**config.mk**
```make
export PLATFORM = sky130hd
export DESIGN_NAME = interpolation_seek_engine_flat
export DESIGN_NICKNAME = d
export VERILOG_FILES = /design/src/hw/rtl/ise_pkg.sv /design/src/hw/rtl/ise_in_if.sv /design/src/hw/rtl/ise_out_if.sv /design/src/hw/rtl/ise_cfg.sv /design/src/hw/rtl/ise_sequencer.sv /design/src/hw/rtl/ise_datapath.sv /design/src/hw/rtl/interpolation_seek_engine.sv /design/src/flat_wrapper.sv
export SDC_FILE = /design/constraint.sdc
export NUM_CORES = 2
export LEC_CHECK = 0
export BUFFER_PORTS_ARGS = -buffer_cell sky130_fd_sc_hd__buf_2
export CAP_MARGIN = 20
export CORE_MARGIN = 10
export CORE_UTILIZATION = 25
export CTS_BUF_LIST = sky130_fd_sc_hd__clkbuf_16
export CTS_CLUSTER_DIAMETER = 50
export DETAILED_ROUTE_END_ITERATION = 10
export PLACE_DENSITY = 0.44
export RECOVER_POWER = 100
export SYNTH_ARGS = -nofsm -noshare
export SYNTH_HDL_FRONTEND = slang
export SYNTH_SLANG_ARGS = --single-unit
```
**constraint.sdc**
```tcl
create_clock -name clk -period 10.01 [get_ports clk]
set_input_delay 2.002 -clock clk [delete_from_list [all_inputs] [get_ports clk]]
set_output_delay 2.002 -clock clk [all_outputs]
set_load 0.02 [all_outputs]
```
**src/hw/rtl/ise_pkg.sv**
```systemverilog
// Shared types and constants of the interpolation seek engine.
// Holds the microcode format, the microprogram table, status codes and
// register addresses. Depends on nothing.
`default_nettype none

package ise_pkg;

  // Result status codes.
  localparam logic [2:0] ST_PROBE        = 3'd0;
  localparam logic [2:0] ST_DONE         = 3'd1;
  localparam logic [2:0] ST_NO_GRANULE   = 3'd2;
  localparam logic [2:0] ST_INCONSISTENT = 3'd3;
  localparam logic [2:0] ST_ZERO_SPAN    = 3'd4;

  // Request kinds.
  localparam logic KIND_START = 1'b0;

  // Configuration port: 64-bit registers at 8-byte spacing.
  localparam int CFG_ADDR_BITS = 5;
  localparam int CFG_DATA_BITS = 64;
  localparam logic [CFG_ADDR_BITS-1:0] ADDR_STREAM_SIZE   = 5'd0;
  localparam logic [CFG_ADDR_BITS-1:0] ADDR_END_GRANULE   = 5'd8;
  localparam logic [CFG_ADDR_BITS-1:0] ADDR_MARGIN_BEFORE = 5'd16;
  localparam logic [CFG_ADDR_BITS-1:0] ADDR_MARGIN_AFTER  = 5'd24;

  localparam int MARGIN_BITS = 32;
  localparam logic [MARGIN_BITS-1:0] MARGIN_BEFORE_RESET = MARGIN_BITS'(44100 / 3);
  localparam logic [MARGIN_BITS-1:0] MARGIN_AFTER_RESET  = MARGIN_BITS'(44100 / 10);

  // Datapath operations.
  typedef enum logic [3:0] {
    OP_NOP,
    OP_TAKE,
    OP_DIFF,
    OP_SET_HIGH,
    OP_SET_LOW,
    OP_LOAD,
    OP_SPAN,
    OP_MUL_INIT,
    OP_MUL,
    OP_DIV_INIT,
    OP_DIV,
    OP_OFFSET,
    OP_EMIT
  } op_t;

  // Jump conditions.
  typedef enum logic [3:0] {
    C_NEVER,
    C_ALWAYS,
    C_NO_ITEM,
    C_START,
    C_IDLE,
    C_NEG_FOUND,
    C_ABOVE,
    C_BELOW,
    C_GT_HIGH,
    C_EQ_HIGH,
    C_LT_LOW,
    C_EQ_LOW,
    C_ZERO_SPAN,
    C_CNT_NZ,
    C_QBIG
  } cond_t;

  localparam int STEP_BITS = 5;
  typedef logic [STEP_BITS-1:0] step_t;

  typedef struct packed {
    op_t        op;
    cond_t      cond;
    step_t      target;
    logic [2:0] status;
  } ctl_t;

  // Datapath status seen by the sequencer.
  typedef struct packed {
    logic item_valid;
    logic out_free;
    logic is_start;
    logic searching;
    logic found_neg;
    logic above;
    logic below;
    logic gt_high;
    logic eq_high;
    logic lt_low;
    logic eq_low;
    logic zero_span;
    logic cnt_nz;
    logic qbig;
  } flags_t;

  // Microprogram addresses.
  localparam step_t STEP_IDLE        = 5'd0;
  localparam step_t STEP_KIND        = 5'd1;
  localparam step_t STEP_ACTIVE      = 5'd2;
  localparam step_t STEP_NEG         = 5'd3;
  localparam step_t STEP_DIFF        = 5'd4;
  localparam step_t STEP_ABOVE       = 5'd5;
  localparam step_t STEP_BELOW       = 5'd6;
  localparam step_t STEP_INSIDE      = 5'd7;
  localparam step_t STEP_HI_CHK      = 5'd8;
  localparam step_t STEP_HI_EQ       = 5'd9;
  localparam step_t STEP_HI_SET      = 5'd10;
  localparam step_t STEP_LO_CHK      = 5'd11;
  localparam step_t STEP_LO_EQ       = 5'd12;
  localparam step_t STEP_LO_SET      = 5'd13;
  localparam step_t STEP_START       = 5'd14;
  localparam step_t STEP_PROBE       = 5'd15;
  localparam step_t STEP_SPAN        = 5'd16;
  localparam step_t STEP_MUL_INIT    = 5'd17;
  localparam step_t STEP_MUL         = 5'd18;
  localparam step_t STEP_DIV_INIT    = 5'd19;
  localparam step_t STEP_DIV         = 5'd20;
  localparam step_t STEP_OFFSET      = 5'd21;
  localparam step_t STEP_EMIT_PROBE  = 5'd22;
  localparam step_t STEP_EMIT_DONE   = 5'd23;
  localparam step_t STEP_EMIT_NOGRAN = 5'd24;
  localparam step_t STEP_EMIT_INCONS = 5'd25;
  localparam step_t STEP_EMIT_ZERO   = 5'd26;

  function automatic ctl_t uw(input op_t op, input cond_t cond, input step_t target,
                              input logic [2:0] status);
    ctl_t c;
    c.op     = op;
    c.cond   = cond;
    c.target = target;
    c.status = status;
    return c;
  endfunction

  // The control store. A step jumps to its target when its condition
  // holds and otherwise falls through to the next address.
  function automatic ctl_t ucode(input step_t step);
    ctl_t c;
    case (step)
      STEP_IDLE:        c = uw(OP_TAKE,     C_NO_ITEM,   STEP_IDLE,        ST_PROBE);
      STEP_KIND:        c = uw(OP_NOP,      C_START,     STEP_START,       ST_PROBE);
      STEP_ACTIVE:      c = uw(OP_NOP,      C_IDLE,      STEP_IDLE,        ST_PROBE);
      STEP_NEG:         c = uw(OP_NOP,      C_NEG_FOUND, STEP_EMIT_NOGRAN, ST_PROBE);
      STEP_DIFF:        c = uw(OP_DIFF,     C_NEVER,     STEP_IDLE,        ST_PROBE);
      STEP_ABOVE:       c = uw(OP_NOP,      C_ABOVE,     STEP_HI_CHK,      ST_PROBE);
      STEP_BELOW:       c = uw(OP_NOP,      C_BELOW,     STEP_LO_CHK,      ST_PROBE);
      STEP_INSIDE:      c = uw(OP_NOP,      C_ALWAYS,    STEP_EMIT_DONE,   ST_PROBE);
      STEP_HI_CHK:      c = uw(OP_NOP,      C_GT_HIGH,   STEP_EMIT_INCONS, ST_PROBE);
      STEP_HI_EQ:       c = uw(OP_NOP,      C_EQ_HIGH,   STEP_EMIT_DONE,   ST_PROBE);
      STEP_HI_SET:      c = uw(OP_SET_HIGH, C_ALWAYS,    STEP_PROBE,       ST_PROBE);
      STEP_LO_CHK:      c = uw(OP_NOP,      C_LT_LOW,    STEP_EMIT_INCONS, ST_PROBE);
      STEP_LO_EQ:       c = uw(OP_NOP,      C_EQ_LOW,    STEP_EMIT_DONE,   ST_PROBE);
      STEP_LO_SET:      c = uw(OP_SET_LOW,  C_ALWAYS,    STEP_PROBE,       ST_PROBE);
      STEP_START:       c = uw(OP_LOAD,     C_NEVER,     STEP_IDLE,        ST_PROBE);
      STEP_PROBE:       c = uw(OP_NOP,      C_ZERO_SPAN, STEP_EMIT_ZERO,   ST_PROBE);
      STEP_SPAN:        c = uw(OP_SPAN,     C_NEVER,     STEP_IDLE,        ST_PROBE);
      STEP_MUL_INIT:    c = uw(OP_MUL_INIT, C_NEVER,     STEP_IDLE,        ST_PROBE);
      STEP_MUL:         c = uw(OP_MUL,      C_CNT_NZ,    STEP_MUL,         ST_PROBE);
      STEP_DIV_INIT:    c = uw(OP_DIV_INIT, C_QBIG,      STEP_OFFSET,      ST_PROBE);
      STEP_DIV:         c = uw(OP_DIV,      C_CNT_NZ,    STEP_DIV,         ST_PROBE);
      STEP_OFFSET:      c = uw(OP_OFFSET,   C_NEVER,     STEP_IDLE,        ST_PROBE);
      STEP_EMIT_PROBE:  c = uw(OP_EMIT,     C_ALWAYS,    STEP_IDLE,        ST_PROBE);
      STEP_EMIT_DONE:   c = uw(OP_EMIT,     C_ALWAYS,    STEP_IDLE,        ST_DONE);
      STEP_EMIT_NOGRAN: c = uw(OP_EMIT,     C_ALWAYS,    STEP_IDLE,        ST_NO_GRANULE);
      STEP_EMIT_INCONS: c = uw(OP_EMIT,     C_ALWAYS,    STEP_IDLE,        ST_INCONSISTENT);
      STEP_EMIT_ZERO:   c = uw(OP_EMIT,     C_ALWAYS,    STEP_IDLE,        ST_ZERO_SPAN);
      default:          c = uw(OP_NOP,      C_ALWAYS,    STEP_IDLE,        ST_PROBE);
    endcase
    return c;
  endfunction

endpackage

`default_nettype wire

```
**src/hw/rtl/ise_in_if.sv**
```systemverilog
// Request channel of the interpolation seek engine: valid/ready plus the
// fields of one request. Stands alone; widths come from its parameters.
`default_nettype none

interface ise_in_if #(
  parameter int OFFSET_BITS  = 48,
  parameter int GRANULE_BITS = 63
);
  logic                           valid;
  logic                           ready;
  logic                           kind;
  logic [GRANULE_BITS-2:0]        target_granule;
  logic signed [GRANULE_BITS-1:0] found_granule;
  logic [OFFSET_BITS-1:0]         page_start;

  modport source (output valid, kind, target_granule, found_granule, page_start,
                  input ready);
  modport sink (input valid, kind, target_granule, found_granule, page_start,
                output ready);
endinterface

`default_nettype wire

```
**src/hw/rtl/ise_out_if.sv**
```systemverilog
// Result channel of the interpolation seek engine: valid/ready plus the
// seek offset and status. Stands alone; the offset width is a parameter.
`default_nettype none

interface ise_out_if #(
  parameter int OFFSET_BITS = 48
);
  logic                   valid;
  logic                   ready;
  logic [OFFSET_BITS-1:0] seek_offset;
  logic [2:0]             status;

  modport source (output valid, seek_offset, status, input ready);
  modport sink (input valid, seek_offset, status, output ready);
endinterface

`default_nettype wire

```
**src/hw/rtl/ise_cfg.sv**
```systemverilog
// APB-style configuration registers of the seek engine.
// Depends on ise_pkg for addresses and reset values of the margins.
`default_nettype none

module ise_cfg #(
  parameter int OW = 48,
  parameter int TW = 62
) (
  input  wire logic                              clk,
  input  wire logic                              rst,
  input  wire logic                              psel,
  input  wire logic                              penable,
  input  wire logic                              pwrite,
  input  wire logic [ise_pkg::CFG_ADDR_BITS-1:0] paddr,
  input  wire logic [ise_pkg::CFG_DATA_BITS-1:0] pwdata,
  output logic      [ise_pkg::CFG_DATA_BITS-1:0] prdata,
  output logic                                   pready,
  output logic      [OW-1:0]                     stream_size,
  output logic      [TW-1:0]                     end_granule,
  output logic      [ise_pkg::MARGIN_BITS-1:0]   margin_before,
  output logic      [ise_pkg::MARGIN_BITS-1:0]   margin_after
);
  import ise_pkg::*;

  logic wr;

  assign pready = 1'b1;
  assign wr     = psel & penable & pwrite;

  always_ff @(posedge clk) begin
    if (rst) begin
      stream_size   <= '0;
      end_granule   <= '0;
      margin_before <= MARGIN_BEFORE_RESET;
      margin_after  <= MARGIN_AFTER_RESET;
    end else if (wr) begin
      case (paddr)
        ADDR_STREAM_SIZE:   stream_size   <= pwdata[OW-1:0];
        ADDR_END_GRANULE:   end_granule   <= pwdata[TW-1:0];
        ADDR_MARGIN_BEFORE: margin_before <= pwdata[MARGIN_BITS-1:0];
        ADDR_MARGIN_AFTER:  margin_after  <= pwdata[MARGIN_BITS-1:0];
        default: ;
      endcase
    end
  end

  always_comb begin
    case (paddr)
      ADDR_STREAM_SIZE:   prdata = CFG_DATA_BITS'(stream_size);
      ADDR_END_GRANULE:   prdata = CFG_DATA_BITS'(end_granule);
      ADDR_MARGIN_BEFORE: prdata = CFG_DATA_BITS'(margin_before);
      ADDR_MARGIN_AFTER:  prdata = CFG_DATA_BITS'(margin_after);
      default:            prdata = '0;
    endcase
  end

endmodule

`default_nettype wire

```
**src/hw/rtl/ise_sequencer.sv**
```systemverilog
// Microprogram sequencer: step counter, control store fetch and branch.
// Depends on ise_pkg for the control word, flags and the program table.
`default_nettype none

module ise_sequencer (
  input  wire logic            clk,
  input  wire logic            rst,
  input  wire ise_pkg::flags_t flags,
  output ise_pkg::ctl_t        ctl
);
  import ise_pkg::*;

  step_t pc;
  step_t pc_next;
  logic  taken;
  logic  hold;

  assign ctl = ucode(pc);

  always_comb begin
    case (ctl.cond)
      C_NEVER:     taken = 1'b0;
      C_ALWAYS:    taken = 1'b1;
      C_NO_ITEM:   taken = !flags.item_valid;
      C_START:     taken = flags.is_start;
      C_IDLE:      taken = !flags.searching;
      C_NEG_FOUND: taken = flags.found_neg;
      C_ABOVE:     taken = flags.above;
      C_BELOW:     taken = flags.below;
      C_GT_HIGH:   taken = flags.gt_high;
      C_EQ_HIGH:   taken = flags.eq_high;
      C_LT_LOW:    taken = flags.lt_low;
      C_EQ_LOW:    taken = flags.eq_low;
      C_ZERO_SPAN: taken = flags.zero_span;
      C_CNT_NZ:    taken = flags.cnt_nz;
      C_QBIG:      taken = flags.qbig;
      default:     taken = 1'b0;
    endcase
  end

  // An emit step waits until the output register can take the result.
  assign hold = (ctl.op == OP_EMIT) && !flags.out_free;

  always_comb begin
    if (hold) begin
      pc_next = pc;
    end else if (taken) begin
      pc_next = ctl.target;
    end else begin
      pc_next = pc + STEP_BITS'(1);
    end
  end

  always_ff @(posedge clk) begin
    if (rst) begin
      pc <= STEP_IDLE;
    end else begin
      pc <= pc_next;
    end
  end

endmodule

`default_nettype wire

```
**src/hw/rtl/ise_datapath.sv**
```systemverilog
// Datapath of the seek engine: search bounds, request latch, radix-4
// shift-add multiplier, restoring divider and the output register.
// Depends on ise_pkg and the ise_in_if / ise_out_if channel interfaces.
`default_nettype none

module ise_datapath #(
  parameter int OW = 48,
  parameter int GW = 63
) (
  input  wire logic                            clk,
  input  wire logic                            rst,
  input  wire ise_pkg::ctl_t                   ctl,
  output ise_pkg::flags_t                      flags,
  ise_in_if.sink                               item,
  ise_out_if.source                            result,
  input  wire logic [OW-1:0]                   stream_size,
  input  wire logic [GW-2:0]                   end_granule,
  input  wire logic [ise_pkg::MARGIN_BITS-1:0] margin_before,
  input  wire logic [ise_pkg::MARGIN_BITS-1:0] margin_after
);
  import ise_pkg::*;

  localparam int TW   = GW - 1;
  localparam int PW   = GW + OW;
  localparam int DW   = OW + (OW % 2);
  localparam int ND   = DW / 2;
  localparam int CW   = (GW + 1 > MARGIN_BITS) ? GW + 1 : MARGIN_BITS;
  localparam int CNTW = $clog2(OW);

  // Latched request.
  logic                 kind;
  logic [TW-1:0]        target;
  logic signed [GW-1:0] found;
  logic [OW-1:0]        page;

  // Search state.
  logic [OW-1:0]        low_offset;
  logic [OW-1:0]        high_offset;
  logic signed [GW-1:0] low_granule;
  logic signed [GW-1:0] high_granule;
  logic signed [GW-1:0] sought_granule;
  logic                 searching;

  // Work registers.
  logic [GW:0]          ahead;
  logic [GW:0]          behind;
  logic [GW-1:0]        rel;
  logic [GW+1:0]        rel3;
  logic [GW-1:0]        dgran;
  logic [DW-1:0]        doff;
  logic                 nrel;
  logic                 noff;
  logic                 ngran;
  logic [PW-1:0]        acc;
  logic [CNTW-1:0]      cnt;
  logic                 qbig;
  logic [OW:0]          off_sum;

  // Output register.
  logic                 out_valid;
  logic [OW-1:0]        seek_offset;
  logic [2:0]           status;

  logic          out_free;
  logic          emit_go;
  logic [GW:0]   rel_ab, rel_ba, gr_ab, gr_ba;
  logic [OW:0]   off_ab, off_ba;
  logic [PW-1:0] addend;
  logic [GW:0]   div_sh;
  logic          div_ge;
  logic [GW-1:0] div_rem;
  logic          qbig_now;
  logic          neg;
  logic [OW-1:0] quot;
  logic [OW:0]   off_sub, off_add;
  logic [OW-1:0] clamped;

  assign out_free = !out_valid || result.ready;
  assign emit_go  = (ctl.op == OP_EMIT) && out_free;

  assign item.ready         = (ctl.op == OP_TAKE);
  assign result.valid       = out_valid;
  assign result.seek_offset = seek_offset;
  assign result.status      = status;

  // Signed differences, both directions, so the magnitude needs no negation.
  assign rel_ab = {sought_granule[GW-1], sought_granule} - {low_granule[GW-1], low_granule};
  assign rel_ba = {low_granule[GW-1], low_granule} - {sought_granule[GW-1], sought_granule};
  assign gr_ab  = {high_granule[GW-1], high_granule} - {low_granule[GW-1], low_granule};
  assign gr_ba  = {low_granule[GW-1], low_granule} - {high_granule[GW-1], high_granule};
  assign off_ab = {1'b0, high_offset} - {1'b0, low_offset};
  assign off_ba = {1'b0, low_offset} - {1'b0, high_offset};

  always_comb begin
    case (doff[DW-1:DW-2])
      2'd0:    addend = '0;
      2'd1:    addend = PW'(rel);
      2'd2:    addend = PW'({rel, 1'b0});
      2'd3:    addend = PW'(rel3);
      default: addend = '0;
    endcase
  end

  // One restoring division step: the partial remainder sits in the upper
  // part of acc and quotient bits shift in at the bottom.
  assign div_sh  = {acc[PW-1:OW], acc[OW-1]};
  assign div_ge  = div_sh >= {1'b0, dgran};
  assign div_rem = div_ge ? GW'(div_sh - {1'b0, dgran}) : div_sh[GW-1:0];

  assign qbig_now = acc[PW-1:OW] >= dgran;

  assign quot    = acc[OW-1:0];
  assign neg     = nrel ^ noff ^ ngran;
  assign off_sub = {1'b0, low_offset} - {1'b0, quot};
  assign off_add = {1'b0, low_offset} + {1'b0, quot};
  assign clamped = (off_sum > {1'b0, stream_size}) ? stream_size : off_sum[OW-1:0];

  always_comb begin
    flags.item_valid = item.valid;
    flags.out_free   = out_free;
    flags.is_start   = (kind == KIND_START);
    flags.searching  = searching;
    flags.found_neg  = found[GW-1];
    flags.above      = !ahead[GW] && (CW'(ahead[GW-1:0]) > CW'(margin_after));
    flags.below      = !behind[GW] && (CW'(behind[GW-1:0]) > CW'(margin_before));
    flags.gt_high    = found > high_granule;
    flags.eq_high    = found == high_granule;
    flags.lt_low     = found < low_granule;
    flags.eq_low     = found == low_granule;
    flags.zero_span  = high_granule == low_granule;
    flags.cnt_nz     = cnt != '0;
    flags.qbig       = qbig_now;
  end

  always_ff @(posedge clk) begin
    if (rst) begin
      searching      <= 1'b0;
      low_offset     <= '0;
      high_offset    <= '0;
      low_granule    <= '0;
      high_granule   <= '0;
      sought_granule <= '0;
    end else begin
      case (ctl.op)
        OP_LOAD: begin
          low_offset     <= '0;
          high_offset    <= stream_size;
          low_granule    <= '0;
          high_granule   <= $signed({1'b0, end_granule});
          sought_granule <= $signed({1'b0, target});
        end
        OP_SET_HIGH: begin
          high_granule <= found;
          high_offset  <= page;
        end
        OP_SET_LOW: begin
          low_granule <= found;
          low_offset  <= page;
        end
        OP_EMIT: begin
          if (out_free) begin
            searching <= (ctl.status == ST_PROBE);
          end
        end
        default: ;
      endcase
    end
  end

  always_ff @(posedge clk) begin
    case (ctl.op)
      OP_TAKE: begin
        if (item.valid) begin
          kind   <= item.kind;
          target <= item.target_granule;
          found  <= item.found_granule;
          page   <= item.page_start;
        end
      end
      OP_DIFF: begin
        ahead  <= {found[GW-1], found} - {sought_granule[GW-1], sought_granule};
        behind <= {sought_granule[GW-1], sought_granule} - {found[GW-1], found};
      end
      OP_SPAN: begin
        nrel  <= rel_ab[GW];
        rel   <= rel_ab[GW] ? rel_ba[GW-1:0] : rel_ab[GW-1:0];
        ngran <= gr_ab[GW];
        dgran <= gr_ab[GW] ? gr_ba[GW-1:0] : gr_ab[GW-1:0];
        noff  <= off_ab[OW];
        doff  <= DW'(off_ab[OW] ? off_ba[OW-1:0] : off_ab[OW-1:0]);
      end
      OP_MUL_INIT: begin
        rel3 <= (GW + 2)'(rel) + {1'b0, rel, 1'b0};
        acc  <= '0;
        cnt  <= CNTW'(ND - 1);
      end
      OP_MUL: begin
        acc  <= {acc[PW-3:0], 2'b00} + addend;
        doff <= {doff[DW-3:0], 2'b00};
        cnt  <= cnt - CNTW'(1);
      end
      OP_DIV_INIT: begin
        qbig <= qbig_now;
        cnt  <= CNTW'(OW - 1);
      end
      OP_DIV: begin
        acc <= {div_rem, acc[OW-2:0], div_ge};
        cnt <= cnt - CNTW'(1);
      end
      OP_OFFSET: begin
        // A quotient past the offset range drives the result to a bound.
        if (qbig) begin
          off_sum <= neg ? '0 : '1;
        end else if (neg) begin
          off_sum <= off_sub[OW] ? '0 : off_sub;
        end else begin
          off_sum <= off_add;
        end
      end
      default: ;
    endcase
  end

  always_ff @(posedge clk) begin
    if (rst) begin
      out_valid <= 1'b0;
    end else if (emit_go) begin
      out_valid <= 1'b1;
    end else if (result.ready) begin
      out_valid <= 1'b0;
    end
  end

  always_ff @(posedge clk) begin
    if (emit_go) begin
      status <= ctl.status;
      case (ctl.status)
        ST_PROBE: seek_offset <= clamped;
        ST_DONE:  seek_offset <= page;
        default:  seek_offset <= '0;
      endcase
    end
  end

endmodule

`default_nettype wire

```
**src/hw/rtl/interpolation_seek_engine.sv**
```systemverilog
// Interpolation seek engine, top level.
// Instantiates ise_cfg, ise_sequencer and ise_datapath; uses ise_pkg and
// the ise_in_if / ise_out_if channel interfaces.
//
// Usage: software writes stream_size, end_granule and the two margins over
// the APB port, then sends a start request carrying the target granule.
// Each result with status probe names a byte offset; the host reads there
// and sends a probe-result request with the granule found and the page
// start. This repeats until a result with any other status ends the search.
// Probe-result requests that arrive while no search runs give no result.
// A request that leads to a new probe runs the radix-4 shift-add multiply
// loop and the restoring divider, which retires one quotient bit per step.
// Requests that end the search skip both loops. One request is worked on
// at a time.
// Reset clears the bounds, sets the margins to 14700 and 4410 and leaves
// the block idle and ready for a request at once.
// A stalled receiver holds the result in the output register; the next
// request is still taken, and its result waits until the register frees.
`default_nettype none

module interpolation_seek_engine #(
  parameter int OFFSET_BITS  = 48,
  parameter int GRANULE_BITS = 63
) (
  input  wire logic                              clk,
  input  wire logic                              rst,
  input  wire logic                              psel,
  input  wire logic                              penable,
  input  wire logic                              pwrite,
  input  wire logic [ise_pkg::CFG_ADDR_BITS-1:0] paddr,
  input  wire logic [ise_pkg::CFG_DATA_BITS-1:0] pwdata,
  output logic      [ise_pkg::CFG_DATA_BITS-1:0] prdata,
  output logic                                   pready,
  ise_in_if.sink                                 item,
  ise_out_if.source                              result
);
  import ise_pkg::*;

  ctl_t                    ctl;
  flags_t                  flags;
  logic [OFFSET_BITS-1:0]  stream_size;
  logic [GRANULE_BITS-2:0] end_granule;
  logic [MARGIN_BITS-1:0]  margin_before;
  logic [MARGIN_BITS-1:0]  margin_after;

  ise_cfg #(
    .OW (OFFSET_BITS),
    .TW (GRANULE_BITS - 1)
  ) u_cfg (
    .clk           (clk),
    .rst           (rst),
    .psel          (psel),
    .penable       (penable),
    .pwrite        (pwrite),
    .paddr         (paddr),
    .pwdata        (pwdata),
    .prdata        (prdata),
    .pready        (pready),
    .stream_size   (stream_size),
    .end_granule   (end_granule),
    .margin_before (margin_before),
    .margin_after  (margin_after)
  );

  ise_sequencer u_seq (
    .clk   (clk),
    .rst   (rst),
    .flags (flags),
    .ctl   (ctl)
  );

  ise_datapath #(
    .OW (OFFSET_BITS),
    .GW (GRANULE_BITS)
  ) u_dp (
    .clk           (clk),
    .rst           (rst),
    .ctl           (ctl),
    .flags         (flags),
    .item          (item),
    .result        (result),
    .stream_size   (stream_size),
    .end_granule   (end_granule),
    .margin_before (margin_before),
    .margin_after  (margin_after)
  );

endmodule

`default_nettype wire

```
**src/flat_wrapper.sv**
```systemverilog
// flat-port wrapper written by rule: the top's interface ports become plain ports
module interpolation_seek_engine_flat import ise_pkg::*;
#(
  parameter int OFFSET_BITS  = 48,
  parameter int GRANULE_BITS = 63
)
  (clk, rst, psel, penable, pwrite, paddr, pwdata, prdata, pready, item_valid, item_kind, item_target_granule, item_found_granule, item_page_start, item_ready, result_valid, result_seek_offset, result_status, result_ready);
  ise_in_if #(.OFFSET_BITS(OFFSET_BITS), .GRANULE_BITS(GRANULE_BITS)) item_i ();
  ise_out_if #(.OFFSET_BITS(OFFSET_BITS)) result_i ();
  input  wire logic clk;
  input  wire logic rst;
  input  wire logic psel;
  input  wire logic penable;
  input  wire logic pwrite;
  input  wire logic [ise_pkg::CFG_ADDR_BITS-1:0] paddr;
  input  wire logic [ise_pkg::CFG_DATA_BITS-1:0] pwdata;
  output logic      [ise_pkg::CFG_DATA_BITS-1:0] prdata;
  output logic pready;
  input wire logic [$bits(item_i.valid)-1:0] item_valid;
  input wire logic [$bits(item_i.kind)-1:0] item_kind;
  input wire logic [$bits(item_i.target_granule)-1:0] item_target_granule;
  input wire logic [$bits(item_i.found_granule)-1:0] item_found_granule;
  input wire logic [$bits(item_i.page_start)-1:0] item_page_start;
  output wire logic [$bits(item_i.ready)-1:0] item_ready;
  output wire logic [$bits(result_i.valid)-1:0] result_valid;
  output wire logic [$bits(result_i.seek_offset)-1:0] result_seek_offset;
  output wire logic [$bits(result_i.status)-1:0] result_status;
  input wire logic [$bits(result_i.ready)-1:0] result_ready;
  assign item_i.valid = item_valid;
  assign item_i.kind = item_kind;
  assign item_i.target_granule = item_target_granule;
  assign item_i.found_granule = item_found_granule;
  assign item_i.page_start = item_page_start;
  assign item_ready = item_i.ready;
  assign result_valid = result_i.valid;
  assign result_seek_offset = result_i.seek_offset;
  assign result_status = result_i.status;
  assign result_i.ready = result_ready;
  interpolation_seek_engine #(.OFFSET_BITS(OFFSET_BITS), .GRANULE_BITS(GRANULE_BITS)) u_core (.clk(clk), .rst(rst), .psel(psel), .penable(penable), .pwrite(pwrite), .paddr(paddr), .pwdata(pwdata), .prdata(prdata), .pready(pready), .item(item_i), .result(result_i));
endmodule
```
---- After elaboration in Yosys (flattened, before gate mapping) ----
Memory sizes are Yosys's and may differ from the RTL's. A register that Yosys moved wholly into a read port is not among the register bits.
Index checks and enable logic that the tools add are counted.
word-level totals
  register bits after elaboration ......... 1227
  latch bits .............................. 0
  memory bits (writable) .................. 0
  bits in read-only memories .............. 512
  input bits .............................. 250
  output and inout port bits .............. 118
  logic and storage cells ................. 148
  memories kept ........................... 1
operators by class
  add/subtract/negate cells ............... 15
  $mul .................................... 0
  div/mod/pow operators ................... 0
  magnitude comparators ................... 7
  eq/ne operators ......................... 36
  shift-type cells ........................ 0
  mux-type cells .......................... 25
  bitwise gates (word level) .............. 5
  reductions and logical operators ........ 28
memories
  memory           words  width  rd ports  clocked after Yosys merged registers in  write ports  line            text
  (no name shown)  32     16     1         1                                        0            ise_pkg.sv:137  case (step)
operator list
  operator              count
  $pmux W111 S4         1
  $pmux W48 S2          4
  $pmux W111 S3         1
  $sub A63 B63 Y64      4
  $pmux W63 S2          2
  $pmux W62 S4          1
  $eq A63 B63 Y1        3
  $mux W63              3
  $sub A63 B63 Y63      3
  $mux W49              3
  $mux W48              3
  $gt A63 B32 Y1        2
  $add A111 B111 Y111   1
  $sub A48 B48 Y49      2
  $add A63 B64 Y65      1
  $ge A64 B63 Y1        1
  $ge A63 B63 Y1        1
  $gt A63 B63 Y1        1
  $lt A63 B63 Y1        1
  $add A48 B48 Y49      1
  $gt A49 B48 Y1        1
  $eq A4 B4 Y1 const B  12
  $sub A48 B48 Y48      1
  $eq A4 B3 Y1 const B  8
  other kinds (27)      55

---- Logic depth before layout (Yosys ltp) ----
  word-level depth ........................ 6
  mapped depth ............................ 23
  mapped depth without buffers ............ 19

---- Hierarchy ----
From an unflattened synthesis, not the netlist that was laid out.
second synthesis, totals
  cell total of the unflattened synthesis .. 11693
  area total of the unflattened synthesis .. 99929.6 um2
by module, submodules not included
  module         times used  cells an instance  area each (um2)  sequential area each (um2)
  ise_datapath   1           10589              89887.5          28577.4
  ise_cfg        1           896                8301.7           3483.3
  ise_sequencer  1           208                1740.4           420.4

---- Least setup slack after synthesis ----
No wires, ideal clock.
  path type ............................... register to register
  start ................................... reg, netlist name u_core.u_seq.ctl[13]
  end ..................................... reg u_core.u_dp.ahead[0] (enable)
  library setup time ...................... 769 ps
  data arrival time ....................... 9100 ps
  required time ........................... 9241 ps
  setup slack ............................. 141 ps
  stages on the path, launching flop included .. 3
  buffers on the path ..................... 0
  clock period less this slack ............ 9869 ps
  cells stage by stage .................... dfxtp_1 -> nand2b_1 -> nor3_1
on the way
  word-level cells in the longest chain between the ends .. 1
ends and longest elaborated chain
  item                  line                 text
  $eq A4 B2 Y1          ise_datapath.sv:171  case (ctl.op)
  to (signal assigned)  ise_datapath.sv:181  ahead <= {found[GW-1], found} - {sought_granule[GW-1], sought_granule};
  to (decl)             ise_datapath.sv:45   logic [GW:0] ahead;
Every way passes these cells.
A chain may end at the register's enable or synchronous reset.

---- Worst setup path in the final report ----
  start ................................... reg, netlist name u_core.u_seq.ctl[12]
  end ..................................... reg u_core.u_dp.acc[103], data pin
on the way
  word-level cells in the longest chain between the ends .. 2
  elaborated cells between the ends (all ways) .. 4
  those cells by class .................... eq/ne: 3; mux: 1
ends and longest elaborated chain
  item                                          line                 text
  $eq A4 B4 Y1 or $eq A4 B3 Y1 (tied branches)  ise_datapath.sv:171
  $pmux W111 S3 (*)                             ise_datapath.sv:171
  to (signal assigned)                          ise_datapath.sv:198  acc <= {acc[PW-3:0], 2'b00} + addend;
  to (signal assigned)                          ise_datapath.sv:207  acc <= {div_rem, acc[OW-2:0], div_ge};
  to (decl)                                     ise_datapath.sv:54   logic [PW-1:0] acc;
Every way passes the cells marked *; elsewhere a longest branch is shown, timed or not.

==> results.md <==
* Status: finished, violations left
* Failing checks: max-capacitance violations, max-slew violations
* Clock latency on the worst-skew pair at 0.98 ns
* Buffers plus inverters on the worst setup path at 2
* # Post-CTS Setup Buffers at 0
* Register area share after synthesis at 33.02%
* CTS Hold Buffers Added at 0
* Synth cell types at 94
* Post-synth ARST share at 0%
* Layout fillers at 42.37k
* Main flop type after synthesis: edfxtp_1
* Max Root-Sink Buffers at 4
* Final WL at 424.2 mm
* Fin nets at 13.15k
* Tmin final at 8.120 ns
* Static Leakage at 45.10 nW
* Max VDD drop at 0.0002662 V
* Cell Rows at 230
* Hold WC Path Type: register to register
* Final hold slack at 0.4349 ns
* Syn_area_per_cell at 8.359 sq um
* Fin Setup TNS at 0 ns
* Clock-pin transition on the worst setup and hold timing paths at 0.06 ns
* Max Fanout on Critical Path at 64
* YS warnings at 0
* Cell count after placement at 16.82k
* Required time of the critical path at 10.64 ns
* Critical-path top delay cell: clkbuf_1
* Initial Util at 25.08%
* Cts repair resizes at 0
* Final period util at 81.12%
* Tot GR Track Use at 19.31%
* #FFs+latches synth at 1242
* Synthesized area at 98370 sq um
* Vias at 89.64k
* CP most frequent cell: clkbuf_1
* Most frequent cells in the layout: a21oi_1, nand2_1, ha_1
* Total placed instance area at 105400 sq um
* Min setup slack post-route at 1.890 ns
* Post-layout util at 28.70%
* Total Power at 36.66 mW
* Max transition margin at -156.4%
* Pin count of the biggest net entering global routing at 145
* Unrepaired setup endpoints after global routing: false
* Pwr Density at 325.7 nW/um^2
* Antenna Nets Post-Route at 0
* Initial antenna violation count at 29
* Worst Path Class, Setup: register to register
* Post-synth EDFFs at 761
* H-tree Lvls at 4
* First-pass GRT wire length at 611.0 mm
* Crit path max-delay family: buffers and inverters
* Design area at 112600 sq um
* Core box area at 392200 sq um
* DP HPWL at 341.7 mm
* Die width at 647.3 um
* Violation count after the first detailed-route iteration at 7451
* Endpoint type of the worst setup path: register
* Peak Freq at 0.1232 GHz
* Critical-path cell list: clkbuf_1 > nand2b_1 > or2_4 > clkbuf_1 > nor2_1 > nand2_1 > mux2i_1 > a211o_1
* TritonCTS buffer count at 217
* PortBufs at 362
* Multi-input gate area at 60410 sq um
* Share of cells above drive strength 1 at 6.752%
* Drt first pass iters at 6
* Register Area at 32480 sq um
* Clock skew at 0.1076 ns
* Number of remaining DRC errors at 0
* Actual slew at the worst max-slew pin at 3.847 ns
* Layout area overhead at 14.44%
* Post-Layout Cell Count at 17.25k
* Die height at 647.3 um
* Crit path DAT at 8.75 ns
* Startpoint types: register
* Vias per cell at 5.195
* Final Hold Viols at 0
* Mapped Cells at 11.77k
* Root buf cell: clkbuf_16
* CP max stage delay at 2.23 ns
* Commonest non-fill, non-tap cell in the layout: a21oi_1
* Max-cap violations at 35
* WL/cell at 24.59 um
* IO Pins at 368
* Vias in the first global route at 87.19k
* Final setup viols at 0
* Grt ovf at 0
* Routability Congestion at 0.9640
* Slew Viols, Final at 1540
* CTS tree: done
* Full die area at 419000 sq um
* Clk sink count at 1242
* Pre-CTS WS at 3.053 ns
-- layer usage --
layer  global-route usage, %  vias to the layer above  part of all wire, %
met2                   31.32                     2469                   45
met1                   26.38                    43790                   46
li1                        -                    42810                    -
met3                   2.240                      571                  4.7
met4                   6.939                        6                  4.0
met5                       0                        -               0.0080
-- final cells by class --
cell class | count | area share (%)
timing repair buffer | 481 | 2.166
inverter | 828 | 2.761
antenna | 22 | 0.04890
clock buffer | 221 | 4.912
tap | 5220 | 5.801
clock inverter | 187 | 1.799
multi-input combinational | 9053 | 53.66
sequential | 1242 | 28.85
-- cells in the mapped netlist (all sizes together) (40+ instances only) --
master  instances  area [sq um]
a211oi        121         908.4
a21o          442          3318
a21oi        1486          7441
a221oi         40         356.6
a22o           65         570.6
a311oi        123          1077
a31oi          65         406.6
and3           77         481.7
buf            88         417.9
clkbuf        559          2098
dfxtp         481          9629
edfxtp        761         22850
ha           1066         13340
inv           825          3097
mux2           68         765.7
mux2i         236          2362
nand2        1389          5214
nand2b         84         525.5
nand3         139         695.7
nand3b         59         442.9
nand4         230          1454
nor2          796          2990
nor2b         116         725.7
nor3          151         755.7
nor4           58         362.9
o211ai         54         405.4
o21a           72         540.5
o21ai         656          3283
o21bai        226          1697
o22ai         155         969.7
or3            94         588.1
xnor2         336          2943
xor2          175          1533
-- logic make-up after synthesis --
| group | count (synthesis) | share of synthesized area (%) |
|---|---|---|
| compound gates | 3842 | 24.34 |
| simple gates | 3314 | 15.36 |
| buf+inv | 1475 | 5.717 |
| flops | 1242 | 33.02 |
| fa+ha+maj | 1079 | 13.82 |
| xor+xnor | 511 | 4.549 |
| mux | 304 | 3.180 |
| other cells | 2 | 0.007634 |
-- worst paths after layout --
kind                                                 startpoint                                    endpoint  slack [ns]  cells past startpoint
worst max-delay path               u_core.u_seq.ctl[12]$_DFF_P_              u_core.u_dp.acc[103]$_DFFE_PP_        1.89                      8
worst min-delay path            u_core.u_dp.target[3]$_DFFE_PP_  u_core.u_dp.sought_granule[3]$_SDFFE_PP0P_        0.43                      2
worst max register to register     u_core.u_seq.ctl[12]$_DFF_P_              u_core.u_dp.acc[103]$_DFFE_PP_        1.89                      8
worst min register to register  u_core.u_dp.target[3]$_DFFE_PP_  u_core.u_dp.sought_granule[3]$_SDFFE_PP0P_        0.43                      2
-- power breakdown --
part / total, mW / leakage (nW) / switching [mW] / internal [mW]
combinational: 21.1 / 30.5 / 14.0 / 7.03
sequential: 7.81 / 10.8 / 0.815 / 6.99
clock: 7.78 / 3.74 / 3.02 / 4.77
-- flip-flops by register name (all words and copies together) (netlist names), 16 cells and up --
| register | count |
|---|---|
| u_core.u_dp.doff | 48 |
| u_core.u_dp.dgran | 63 |
| u_core.u_dp.rel3 | 65 |
| u_core.u_dp.page | 48 |
| u_core.u_dp.result.seek_offset | 48 |
| u_core.u_dp.off_sum | 49 |
| u_core.u_dp.high_offset | 48 |
| u_core.u_dp.low_offset | 48 |
| u_core.u_cfg.margin_after | 32 |
| u_core.u_cfg.end_granule | 62 |
| u_core.u_dp.low_granule | 63 |
| u_core.u_dp.sought_granule | 62 |
| u_core.u_seq.ctl | 16 |
| u_core.u_dp.ahead | 64 |
| u_core.u_dp.found | 63 |
| u_core.u_dp.rel | 63 |
| u_core.u_dp.acc | 111 |
| u_core.u_dp.target | 62 |
| u_core.u_dp.behind | 63 |
| u_core.u_dp.high_granule | 63 |
| u_core.u_cfg.margin_before | 32 |
| u_core.u_cfg.stream_size | 48 |
-- worst reg2reg max path: stages (launching register included) --
cell,delay (ns)
dfxtp_1,1.86
clkbuf_1,2.23
nand2b_1,0.49
or2_4,0.61
clkbuf_1,2.05
nor2_1,0.11
nand2_1,0.15
mux2i_1,0.08
a211o_1,0.23
(Power assumes the default switching activity.)
